[src/sv/assert_macros.svh]
// assertion helpers for the arbiter
`ifndef ASSERT_MACROS_SVH
`define ASSERT_MACROS_SVH
`ifndef SYNTHESIS
`define ASSERT_IMPL(label, clk, rst_n, prop) \
    label: assert property (@(posedge clk) disable iff (!rst_n) prop) else $error("assertion failed");
`define ASSERT_NEVER(label, clk, rst_n, expr) \
    label: assert property (@(posedge clk) disable iff (!rst_n) !(expr)) else $error("forbidden state");
`else
`define ASSERT_IMPL(label, clk, rst_n, prop)
`define ASSERT_NEVER(label, clk, rst_n, expr)
`endif
`endif

[src/sv/psa_pkg.sv]
`default_nettype none
package psa_pkg;
    localparam int GoalSlots = 8;
    localparam int AngleBits = 16;
    localparam int PrioW = 8;
    localparam int TimeW = 32;
    localparam int TolW = 15;
    localparam int StatusW = 3;
    localparam int CntW = 4;
    localparam int CfgIdxW = 3;

    localparam logic [1:0] OP_SUBMIT = 2'd0;
    localparam logic [1:0] OP_CANCEL = 2'd1;
    localparam logic [1:0] OP_TICK = 2'd2;

    localparam logic [StatusW-1:0] ST_ACCEPTED = 3'd0;
    localparam logic [StatusW-1:0] ST_REPLACED = 3'd1;
    localparam logic [StatusW-1:0] ST_FULL = 3'd2;
    localparam logic [StatusW-1:0] ST_CANCELLED = 3'd3;
    localparam logic [StatusW-1:0] ST_NOT_FOUND = 3'd4;
    localparam logic [StatusW-1:0] ST_TICK = 3'd5;

    localparam logic [CfgIdxW-1:0] REG_PAN_LOWER = 3'd0;
    localparam logic [CfgIdxW-1:0] REG_PAN_UPPER = 3'd1;
    localparam logic [CfgIdxW-1:0] REG_TILT_LOWER = 3'd2;
    localparam logic [CfgIdxW-1:0] REG_TILT_UPPER = 3'd3;
    localparam logic [CfgIdxW-1:0] REG_IDLE_PAN = 3'd4;
    localparam logic [CfgIdxW-1:0] REG_IDLE_TILT = 3'd5;
    localparam logic [CfgIdxW-1:0] REG_ARRIVE_TOL = 3'd6;

    typedef enum logic [2:0] {
        S_IDLE,
        S_SCAN,
        S_WRITE,
        S_SERVE,
        S_OUT
    } t_state;
endpackage
`default_nettype wire

[src/sv/psa_ram.sv]
`default_nettype none
module psa_ram #(
    parameter int Width = 8,
    parameter int Depth = 8
) (
    input  wire logic                     i_clk,
    input  wire logic                     i_we,
    input  wire logic [$clog2(Depth)-1:0] i_waddr,
    input  wire logic [Width-1:0]         i_wdata,
    input  wire logic [$clog2(Depth)-1:0] i_raddr,
    output logic      [Width-1:0]         o_rdata
);
    logic [Width-1:0] r_mem [Depth];

    always_ff @(posedge i_clk) begin
        if (i_we) begin
            r_mem[i_waddr] <= i_wdata;
        end
        o_rdata <= r_mem[i_raddr];
    end
endmodule
`default_nettype wire

[src/sv/priority_setpoint_arbiter_unit.sv]
// a submit or cancel goes through S_SCAN, S_WRITE and S_OUT; a tick goes through S_SCAN
// for each of its passes, then S_SERVE and S_OUT; an unused op gives no result
// one item at a time: the input waits while a result is held on the output
// the slot scan reads one memory entry a cycle; a tick scans twice, expiry then minimum
// reset: synchronous active low; clears the used bits, config to defaults, handshake idle
`default_nettype none
module priority_setpoint_arbiter_unit
    import psa_pkg::*;
#(
    parameter int GOAL_SLOTS = GoalSlots
) (
    input  wire logic         i_clk,
    input  wire logic         i_rst_n,
    input  wire logic         s_axis_tvalid,
    output logic              s_axis_tready,
    // op, goal_priority, goal_pan, goal_tilt, goal_pan_speed, goal_tilt_speed,
    // goal_deadline, now_time, measured_pan, measured_tilt, zero pad
    input  wire logic [175:0] s_axis_tdata,
    output logic              m_axis_tvalid,
    input  wire logic         m_axis_tready,
    // status, ref_valid, ref_pan, ref_tilt, ref_pan_speed, ref_tilt_speed,
    // arrived, goal_active, served_priority, expired_count, zero pad
    output logic [87:0]       m_axis_tdata,
    input  wire logic         i_cfg_we,
    input  wire logic [CfgIdxW-1:0] i_cfg_idx,
    input  wire logic [15:0]  i_cfg_data
);
    localparam int SW = (GOAL_SLOTS > 1) ? $clog2(GOAL_SLOTS) : 1;
    localparam int EW = PrioW + 4*AngleBits + TimeW;
    localparam int CW = SW + 1;

    logic signed [AngleBits-1:0] r_pan_lo, r_pan_hi, r_tilt_lo, r_tilt_hi, r_idle_pan, r_idle_tilt;
    logic [TolW-1:0] r_tol;

    always_ff @(posedge i_clk) begin
        if (!i_rst_n) begin
            r_pan_lo <= 16'sh8000; r_pan_hi <= 16'sh7fff;
            r_tilt_lo <= 16'sh8000; r_tilt_hi <= 16'sh7fff;
            r_idle_pan <= '0; r_idle_tilt <= '0; r_tol <= 15'd205;
        end else if (i_cfg_we) begin
            case (i_cfg_idx)
                REG_PAN_LOWER:  r_pan_lo <= i_cfg_data;
                REG_PAN_UPPER:  r_pan_hi <= i_cfg_data;
                REG_TILT_LOWER: r_tilt_lo <= i_cfg_data;
                REG_TILT_UPPER: r_tilt_hi <= i_cfg_data;
                REG_IDLE_PAN:   r_idle_pan <= i_cfg_data;
                REG_IDLE_TILT:  r_idle_tilt <= i_cfg_data;
                REG_ARRIVE_TOL: r_tol <= i_cfg_data[TolW-1:0];
                default: ;
            endcase
        end
    end

    // captured item
    logic [1:0] r_op;
    logic [PrioW-1:0] r_prio;
    logic [4*AngleBits+TimeW-1:0] r_goal;
    logic [TimeW-1:0] r_now;
    logic signed [AngleBits-1:0] r_mpan, r_mtilt;

    t_state r_state, n_state;
    logic [CW-1:0] r_cnt;
    logic r_rd_vld;
    logic [SW-1:0] r_rd_idx;
    logic [GOAL_SLOTS-1:0] r_used;
    logic r_pass;          // tick: 0 expiry pass, 1 min pass
    logic r_hit, r_free;
    logic [SW-1:0] r_hit_idx, r_free_idx;
    logic [PrioW-1:0] r_best_prio;
    logic [CntW-1:0] r_exp;
    logic [EW-1:0] r_best;

    logic [EW-1:0] w_rdata;
    logic w_we;
    logic [SW-1:0] w_waddr;

    psa_ram #(.Width(EW), .Depth(GOAL_SLOTS)) u_slots (
        .i_clk(i_clk), .i_we(w_we), .i_waddr(w_waddr),
        .i_wdata({r_prio, r_goal}), .i_raddr(r_cnt[SW-1:0]), .o_rdata(w_rdata)
    );

    logic [PrioW-1:0] w_rprio;
    logic [TimeW-1:0] w_rdl;
    assign w_rprio = w_rdata[EW-1 -: PrioW];
    assign w_rdl = w_rdata[TimeW-1:0];

    logic w_in_acc, w_scan_done;
    assign w_in_acc = s_axis_tvalid && s_axis_tready;
    assign w_scan_done = (r_cnt == CW'(GOAL_SLOTS)) && !r_rd_vld;
    assign w_we = (r_state == S_WRITE) && r_op == OP_SUBMIT && (r_hit || r_free);
    assign w_waddr = r_hit ? r_hit_idx : r_free_idx;

    always_comb begin
        n_state = r_state;
        case (r_state)
            S_IDLE:  if (w_in_acc && (s_axis_tdata[1:0] inside {OP_SUBMIT, OP_CANCEL, OP_TICK}))
                         n_state = S_SCAN;
            S_SCAN:  if (w_scan_done) n_state = (r_op == OP_TICK && r_pass) ? S_SERVE :
                                                (r_op == OP_TICK) ? S_SCAN : S_WRITE;
            S_WRITE: n_state = S_OUT;
            S_SERVE: n_state = S_OUT;
            S_OUT:   n_state = S_IDLE;
            default: n_state = S_IDLE;
        endcase
    end

    // output side
    logic r_ovld;
    logic [87:0] r_odata;
    assign m_axis_tvalid = r_ovld;
    assign m_axis_tdata = r_odata;
    assign s_axis_tready = (r_state == S_IDLE) && !r_ovld;

    logic signed [AngleBits-1:0] w_bpan, w_btilt, w_bps, w_bts, w_cp, w_ct;
    logic signed [AngleBits:0] w_ep, w_et;
    logic [AngleBits:0] w_mp, w_mt;
    logic w_at;
    assign w_bpan = r_best[TimeW+4*AngleBits-1 -: AngleBits];
    assign w_btilt = r_best[TimeW+3*AngleBits-1 -: AngleBits];
    assign w_bps = r_best[TimeW+2*AngleBits-1 -: AngleBits];
    assign w_bts = r_best[TimeW+AngleBits-1 -: AngleBits];

    always_comb begin
        w_cp = w_bpan;
        if (w_cp > r_pan_hi) w_cp = r_pan_hi;
        if (w_cp < r_pan_lo) w_cp = r_pan_lo;
        w_ct = w_btilt;
        if (w_ct > r_tilt_hi) w_ct = r_tilt_hi;
        if (w_ct < r_tilt_lo) w_ct = r_tilt_lo;
        w_ep = {w_cp[AngleBits-1], w_cp} - {r_mpan[AngleBits-1], r_mpan};
        w_et = {w_ct[AngleBits-1], w_ct} - {r_mtilt[AngleBits-1], r_mtilt};
        w_mp = w_ep[AngleBits] ? -w_ep : w_ep;
        w_mt = w_et[AngleBits] ? -w_et : w_et;
        w_at = (w_mp < {2'b0, r_tol}) && (w_mt < {2'b0, r_tol});
    end

    // slot entry layout: priority, pan, tilt, pan speed, tilt speed, deadline from the top down
    always_ff @(posedge i_clk) begin
        if (w_in_acc) begin
            r_op <= s_axis_tdata[1:0];
            r_prio <= s_axis_tdata[9:2];
            r_goal <= {s_axis_tdata[25:10], s_axis_tdata[41:26], s_axis_tdata[57:42],
                       s_axis_tdata[73:58], s_axis_tdata[105:74]};
            r_now <= s_axis_tdata[137:106];
            r_mpan <= s_axis_tdata[153:138];
            r_mtilt <= s_axis_tdata[169:154];
        end
    end

    always_ff @(posedge i_clk) begin
        if (!i_rst_n) begin
            r_state <= S_IDLE;
            r_used <= '0;
            r_ovld <= 1'b0;
            r_cnt <= '0;
            r_rd_vld <= 1'b0;
        end else begin
            r_state <= n_state;
            if (r_ovld && m_axis_tready) r_ovld <= 1'b0;
            case (r_state)
                S_IDLE: begin
                    r_cnt <= '0; r_rd_vld <= 1'b0; r_pass <= 1'b0;
                    r_hit <= 1'b0; r_free <= 1'b0; r_exp <= '0;
                end
                S_SCAN: begin
                    if (r_cnt != CW'(GOAL_SLOTS)) begin
                        r_rd_idx <= r_cnt[SW-1:0];
                        r_cnt <= r_cnt + 1'b1;
                        r_rd_vld <= 1'b1;
                    end else begin
                        r_rd_vld <= 1'b0;
                    end
                    if (r_rd_vld) begin
                        if (r_op == OP_TICK && !r_pass) begin
                            if (r_used[r_rd_idx] && w_rdl != '0 && r_now > w_rdl) begin
                                r_used[r_rd_idx] <= 1'b0;
                                if (r_exp != 4'hf) r_exp <= r_exp + 1'b1;
                            end
                        end else if (r_op == OP_TICK) begin
                            if (r_used[r_rd_idx] && (!r_hit || w_rprio < r_best_prio)) begin
                                r_hit <= 1'b1; r_best_prio <= w_rprio; r_best <= w_rdata;
                            end
                        end else begin
                            if (r_used[r_rd_idx] && w_rprio == r_prio && !r_hit) begin
                                r_hit <= 1'b1; r_hit_idx <= r_rd_idx;
                            end
                            if (!r_used[r_rd_idx] && !r_free) begin
                                r_free <= 1'b1; r_free_idx <= r_rd_idx;
                            end
                        end
                    end
                    if (w_scan_done && r_op == OP_TICK && !r_pass) begin
                        r_pass <= 1'b1; r_cnt <= '0;
                    end
                end
                S_WRITE: begin
                    r_odata <= '0;
                    if (r_op == OP_SUBMIT) begin
                        if (r_hit) r_odata[2:0] <= ST_REPLACED;
                        else if (r_free) r_odata[2:0] <= ST_ACCEPTED;
                        else r_odata[2:0] <= ST_FULL;
                        if (r_hit || r_free) r_used[w_waddr] <= 1'b1;
                    end else begin
                        r_odata[2:0] <= r_hit ? ST_CANCELLED : ST_NOT_FOUND;
                        if (r_hit) r_used[r_hit_idx] <= 1'b0;
                    end
                end
                S_SERVE: begin
                    r_odata <= '0;
                    r_odata[2:0] <= ST_TICK;
                    r_odata[81:78] <= r_exp;
                    if (!r_hit) begin
                        r_odata[3] <= 1'b1;
                        r_odata[19:4] <= r_idle_pan;
                        r_odata[35:20] <= r_idle_tilt;
                    end else begin
                        r_odata[69] <= 1'b1;
                        r_odata[77:70] <= r_best_prio;
                        if (w_at) begin
                            r_odata[68] <= 1'b1;
                        end else begin
                            r_odata[3] <= 1'b1;
                            r_odata[19:4] <= w_cp;
                            r_odata[35:20] <= w_ct;
                            r_odata[51:36] <= w_bps;
                            r_odata[67:52] <= w_bts;
                        end
                    end
                end
                S_OUT: r_ovld <= 1'b1;
                default: ;
            endcase
        end
    end

    `include "assert_macros.svh"
    `ASSERT_IMPL(a_out_hold, i_clk, i_rst_n, (r_state == S_OUT) |=> r_ovld)
    `ASSERT_NEVER(a_no_accept_busy, i_clk, i_rst_n, s_axis_tready && r_ovld)
    `ASSERT_IMPL(a_write_scan, i_clk, i_rst_n, w_we |-> $past(r_state) == S_SCAN)
endmodule
`default_nettype wire
[config.mk]
export PLATFORM = sky130hd
export DESIGN_NAME = priority_setpoint_arbiter_unit
export DESIGN_NICKNAME = d
export VERILOG_FILES = /design/src/sv/psa_pkg.sv /design/src/sv/psa_ram.sv /design/src/sv/priority_setpoint_arbiter_unit.sv
export VERILOG_INCLUDE_DIRS = /design/src /design/src/sv
export SDC_FILE = /design/constraint.sdc
export NUM_CORES = 2
export LEC_CHECK = 0
export ABC_AREA = 0
export BUFFER_PORTS_ARGS = -buffer_cell sky130_fd_sc_hd__buf_2
export CORE_MARGIN = 2
export CORE_UTILIZATION = 60
export CTS_CLUSTER_DIAMETER = 80
export CTS_CLUSTER_SIZE = 8
export DETAILED_ROUTE_END_ITERATION = 10
export PLACE_DENSITY = 0.81
export SLEW_MARGIN = 15
export SYNTH_ARGS = -nofsm -noshare
export SYNTH_HDL_FRONTEND = slang
export SYNTH_HIERARCHICAL = 1
export SYNTH_SLANG_ARGS = --single-unit
[constraint.sdc]
create_clock -name i_clk -period 13.4 [get_ports i_clk]
set_clock_uncertainty 0.05 [all_clocks]
set_input_delay 2.01 -clock i_clk [delete_from_list [all_inputs] [get_ports i_clk]]
set_output_delay 2.01 -clock i_clk [all_outputs]
set_load 0.02 [all_outputs]
# Yosys cells after proc, flatten, opt, wreduce, memory -nomap -nowiden
# Memory sizes are Yosys's and may differ from the RTL's. A register that Yosys moved wholly into a read port is not among the register bits.
# Index checks and enable logic that the tools add are counted.
# classes
add_sub_neg	6
magnitude_cmp	14
eq_ne	32
n_mux	63
bitwise_logic	7
reduce_logical	59
# op_table
op	n
88-bit one-hot mux with 2 select lines	1
65-bit two-way mux	1
16-bit two-way mux	4
8-bit two-way mux	6
42-bit two-way mux	1
6-bit AND reduction	7
17-bit by 15-bit < comparator with 1-bit output	2
17-bit two-way mux	2
17-bit negator	2
16-bit by 16-bit subtractor with 17-bit output	2
33-bit two-way mux	1
16-bit greater-than comparator	2
32-bit greater-than comparator	1
16-bit < comparator	2
32-bit nonzero test	1
4-bit two-way mux	6
1-bit logical AND	21
1-bit two-way mux	20
2-bit inequality test (second input constant)	10
2-bit AND reduction	10
8-bit AND	2
8-bit inverter	2
4-bit one-hot mux with 2 select lines	2
8-bit one-hot mux with 2 select lines	1
30 further kinds	72
# word_totals
ff_bits	506
ramBits	832
input_bits	200
output_inout_bits	90
word_cells	210
mem_count	1
# mem_list
memory	words	word_bits	rd	rd_ports_with_merged_regs	wr	line	rtl
u_slots.r_mem	8	104	1	1	1	psa_ram.sv:13	logic [Width-1:0] r_mem [Depth];

# Longest topological paths before layout
# logic_depth
word_depth	12
mapped_depth	43
mapped_depth_nobuf	38

# Hierarchy
# Netlist, hierarchy kept.
# modules_own_cells
mod	n_inst	cells_each	area_per_inst_um2	seq_area_each_um2
psa_ram	1	1319	33759.9	27066.0
priority_setpoint_arbiter_unit	1	2204	23511.3	12772.2

# Worst setup path before layout
# OpenSTA, ideal clock, no wires.
# synth_timing
path_kind	flip-flop to flip-flop
from	reg r_best[95]
to	reg r_odata[32] (netlist: m_axis_tdata[32]) (data pin)
setup_ns	0.261
arrival_time_ns	9.150
t_required_ns	13.089
slack_ns	3.939
path_stages_with_launch	41
n_path_buf	4
synth_period_minus_slack_ns	9.461
cell_sequence	edfxtp_1 > ha_1 > nand4_1 > a2111o_1 > nand3_1 > o21ai_0 > nor2_1 > clkbuf_1 > mux2_2 > ha_1 > a211oi_1 > o21bai_1 > a21oi_1 > o211ai_1 > nor3_1 > nand3_1 > o21ai_0 > clkbuf_1 > [5 not listed] > or4b_2 > nand3_1 > or4b_1 > buf_2 > nor2_1 > nor2_1 > xor2_1 > ha_1 > a2111oi_0 > nor3_1 > o21ai_0 > nor2_1 > a2111oi_0 > nand4_1 > a311o_1 > o41ai_4 > buf_6 > o31ai_4
# synth_via
elab_chain_cells	12
# synth_rtl
element	line	rtl
start: declaration	priority_setpoint_arbiter_unit.sv:71	logic [EW-1:0] r_best;
start signal: assignment	priority_setpoint_arbiter_unit.sv:181	r_hit <= 1'b1; r_best_prio <= w_rprio; r_best <= w_rdata;
16-bit greater-than comparator	priority_setpoint_arbiter_unit.sv:125	if (w_cp > r_pan_hi) w_cp = r_pan_hi;
16-bit two-way mux (*)	priority_setpoint_arbiter_unit.sv:125	
16-bit < comparator	priority_setpoint_arbiter_unit.sv:126	if (w_cp < r_pan_lo) w_cp = r_pan_lo;
16-bit two-way mux (*)	priority_setpoint_arbiter_unit.sv:126	
16-bit by 16-bit subtractor with 17-bit output (*)	priority_setpoint_arbiter_unit.sv:130	w_ep = {w_cp[AngleBits-1], w_cp} - {r_mpan[AngleBits-1], r_mpan};
17-bit negator	priority_setpoint_arbiter_unit.sv:132	w_mp = w_ep[AngleBits] ? -w_ep : w_ep;
17-bit two-way mux (*)	priority_setpoint_arbiter_unit.sv:132	
17-bit by 15-bit < comparator with 1-bit output (*)	priority_setpoint_arbiter_unit.sv:134	w_at = (w_mp < {2'b0, r_tol}) && (w_mt < {2'b0, r_tol});
1-bit logical AND (*)	priority_setpoint_arbiter_unit.sv:134	
65-bit two-way mux (*)	priority_setpoint_arbiter_unit.sv:219	if (w_at) begin
33-bit two-way mux (*)	priority_setpoint_arbiter_unit.sv:212	if (!r_hit) begin
88-bit one-hot mux with 2 select lines (*)	priority_setpoint_arbiter_unit.sv:160	case (r_state)
end signal: assignment	priority_setpoint_arbiter_unit.sv:215	r_odata[35:20] <= r_idle_tilt;
end signal: assignment	priority_setpoint_arbiter_unit.sv:224	r_odata[35:20] <= w_ct;
end: declaration	priority_setpoint_arbiter_unit.sv:109	logic [87:0] r_odata;
# Mark *: on every way between the ends. The rest lies on a longest branch, timed or not. The select of a mux whose other input is x is not followed.
# A chain may end at the register's enable or synchronous reset.

# Worst setup path after layout
# layout_timing
from	reg r_best[79]
to	reg r_odata[25] (netlist: m_axis_tdata[25]) (data pin)
# layout_via
elab_chain_cells	12
# layout_rtl
element	line	rtl
16-bit greater-than comparator	priority_setpoint_arbiter_unit.sv:128	if (w_ct > r_tilt_hi) w_ct = r_tilt_hi;
16-bit two-way mux (*)	priority_setpoint_arbiter_unit.sv:128	
16-bit < comparator	priority_setpoint_arbiter_unit.sv:129	if (w_ct < r_tilt_lo) w_ct = r_tilt_lo;
16-bit two-way mux (*)	priority_setpoint_arbiter_unit.sv:129	
16-bit by 16-bit subtractor with 17-bit output	priority_setpoint_arbiter_unit.sv:131	w_et = {w_ct[AngleBits-1], w_ct} - {r_mtilt[AngleBits-1], r_mtilt};
17-bit negator	priority_setpoint_arbiter_unit.sv:133	w_mt = w_et[AngleBits] ? -w_et : w_et;
17-bit two-way mux	priority_setpoint_arbiter_unit.sv:133	
17-bit by 15-bit < comparator with 1-bit output	priority_setpoint_arbiter_unit.sv:134	
1-bit logical AND	priority_setpoint_arbiter_unit.sv:134	
65-bit two-way mux (*)	priority_setpoint_arbiter_unit.sv:219	
33-bit two-way mux (*)	priority_setpoint_arbiter_unit.sv:212	
88-bit one-hot mux with 2 select lines (*)	priority_setpoint_arbiter_unit.sv:160	
# Marked as above.

==> results.cfg <==
[drt]
detail-route-antenna-nets = 0
wirelength_um = 127000
vias = 31800
drc_errors = 0
dr.pass1.iters = 7
avgViaCountPerCell = 5.98
routedWlPerCell_um = 23.9
first_iter_violations = 2885

[setup_path]
timing.rr.start = r_best[79]
slowest_stage = nand3_1
reg2regPathDepth = 38
endpoint_kind = register
startpoint_type = register
critPathMaxFanout = 64
cp_data_arrival_time_ns = 10.78
r2r_slack_ns = 3.01
critPathKind = reg -> reg
crit_required_ns = 13.79
rr_endpoint = m_axis_tdata[25]
max_stage_delay_ns = 0.69

[timing]
maxSlewHeadroom_pct = 22.7
min_period_over_period_pct = 77.6
worstMarginPinSlew_ns = 1.15
setup_viol = 0
tns_ns = 0
hold_violations = 0
drv_slew = 0
grt_setup_unrepaired = false
timing.hold.ws_ns = 0.341
min_period_ns = 10.39
clock.fmax_mhz = 96.2

[yosys]
synth_cell_types = 84
synthTopCellsByArea = edfxtp_1 (61%), mux4_2 (8.3%), dfxtp_1 (8.1%)
synthArstFlopShare_pct = 0
syn_area_um2 = 57300
synth.top_cell.area_share_pct = 61.5
yosys.area.top_type = edfxtp_1
synth_area_per_cell_um2 = 16.3
ys_ff_latch = 1404
syn_inst = 3523
ys.warnings.count = 6
ys_seq_area_share_pct = 69.6
synth_flop_cell = edfxtp_1
synth-edff-count = 1172

[clocking]
cts_sinks = 1404
clockBufferDepth = 3
cts_root_buf = clkbuf_16
cts_tree = yes
clkTransAtPathRegs_ns = 0.05
cts_resized = 0
ctsHoldBuffers = 0
cts_buffers = 193
htreeDepth = 4
post_cts_buffers = 0
clock_latency_ns = 0.78

[power]
power_density_nw_per_um2 = 153
p_leak_nw = 23.3
ir_drop_mv = 0.126

[floorplan]
die_area_um2 = 97900
io_pins = 290
die_w_um = 313
die_y_um = 313
rows = 113
coreArea_um2 = 94700
initial_core_util_pct = 60.5

[worst_hold_path]
hold_end = r_best[41]
hold_path_depth = 0
hp-start = u_slots/o_rdata[41]
hold_path.class = reg -> reg

[grt]
antenna_found_initial = 5
grt_usage_pct = 26.1
gr-total-overflow = 0
grt_first_pass_wirelength_um = 192000
grt_max_degree = 140
grt_pass1_vias = 32400

[layout]
fin_nets = 4266
drive_above_1_share_pct = 22.3
final_common_cell = edfxtp_1
synthToLayoutAreaGrowth_pct = 14.6
final_cell_mix = edfxtp_1 (1172), nand2_1 (316), buf_2 (276), dfxtp_1 (229), mux4_2 (210)

[run_status]
run_status = completed

[placement]
io_buffers = 277
dp_hpwl_um = 71400
place_congestion = 0.893

[job]
cap_violations = 0
==> state kept, by name (all words and copies together), names as in the netlist, 16 cells and up <==
| name | flops |
|---|---|
| u_slots/r_mem | 832 |
| r_tilt_hi | 16 |
| r_pan_hi | 16 |
| r_now | 32 |
| r_mtilt | 16 |
| r_idle_pan | 16 |
| r_best | 64 |
| r_idle_tilt | 16 |
| r_mpan | 16 |
| r_goal | 96 |
| r_pan_lo | 16 |
| u_slots/o_rdata | 104 |
| r_tilt_lo | 16 |
| m_axis_tdata | 82 |
==> Yosys cell counts, drive strengths merged, types with 34 or more instances <==
| cell | number |
|---|---|
| nand3 | 43 |
| inv | 201 |
| edfxtp | 1172 |
| mux4 | 210 |
| nor3 | 34 |
| nand2 | 316 |
| a21oi | 72 |
| o211ai | 46 |
| a21boi | 79 |
| clkbuf | 82 |
| o21ai | 73 |
| and2 | 47 |
| o31ai | 39 |
| dfxtp | 232 |
| a21o | 39 |
| buf | 57 |
| mux2 | 121 |
| ha | 166 |
| nor2 | 172 |
==> logic make-up after synthesis <==
group	count (synthesis)	synth area share [%]
buffers and inverters	340	2.78
muxes	343	11.4
adders and majority gates	168	3.70
AOI/OAI and AO/OA	469	5.78
other	1	0.00655
xor gates and xnor gates	49	0.749
DFF	1404	69.6
and+or+nand+nor	749	6.03
==> per-layer routing <==
metal,wire length [µm],vias to the layer above,part of all wire (%),track usage [%]
met4,3960,4,3.1,9.55
met5,22,-,0.017,0
met1,50200,15900,40,34.4
met3,9470,266,7.5,5.17
li1,-,14300,-,-
met2,63300,1399,50,43.5
==> how the worst max path moves through the flow <==
| stage | from | end | slack (ns) | cells after the start |
|---|---|---|---|---|
| 3_5_place_dp | r_best[79] | m_axis_tdata[27] | 3.04 | 36 |
| 4_1_cts | r_best[79] | m_axis_tdata[25] | 3.01 | 38 |
| 2_1_floorplan | r_best[95] | m_axis_tdata[32] | 3.94 | 40 |
| 6_report | r_best[79] | m_axis_tdata[25] | 3.01 | 38 |
| 5_1_grt | r_best[79] | m_axis_tdata[25] | 1.93 | 38 |
| 3_3_place_gp | r_best[79] | m_axis_tdata[27] | 3.15 | 38 |
==> area by class of cell <==
| cell class | count | area (µm²) |
|---|---|---|
| Antenna cell | 3 | 7.51 |
| Clock buffer | 335 | 5400 |
| Clock inverter | 14 | 348 |
| Fill cell | 5958 | 29100 |
| Inverter | 201 | 754 |
| Multi-Input combinational cell | 1784 | 15900 |
| Sequential cell | 1404 | 39800 |
| Tap cell | 1265 | 1580 |
| Timing Repair Buffer | 314 | 1730 |
==> stage by stage <==
step	instance area [µm²]	setup WS, ns	cells	total power, mW	util [%]
2_1_floorplan	57300	3.94	3528	5.37	-
3_3_place_gp	59800	3.15	4967	5.53	63.2
3_5_place_dp	59800	3.04	4967	5.54	63.2
4_1_cts	65600	3.01	5316	10.1	69.3
5_1_grt	65600	1.93	5317	10.3	69.3
6_report	65600	3.01	5320	10.0	69.3
==> worst max-delay path: cells and delay by family (launching register included) <==
kind / cells / cell delay (ns)
fa+ha+maj: 4 / 1.38
compound gates: 19 / 4.53
xor+xnor: 1 / 0.16
flops: 1 / 0.39
buf+inv: 2 / 0.66
simple gates: 11 / 2.46
mux: 1 / 0.37
==> power by group <==
part           leakage (nW)  internal, mW  switching, mW
registers              12.8          4.80         0.0660
logic                  7.87         0.258          0.351
clock network          2.71          2.73           1.81
(Power assumes the default switching activity.)
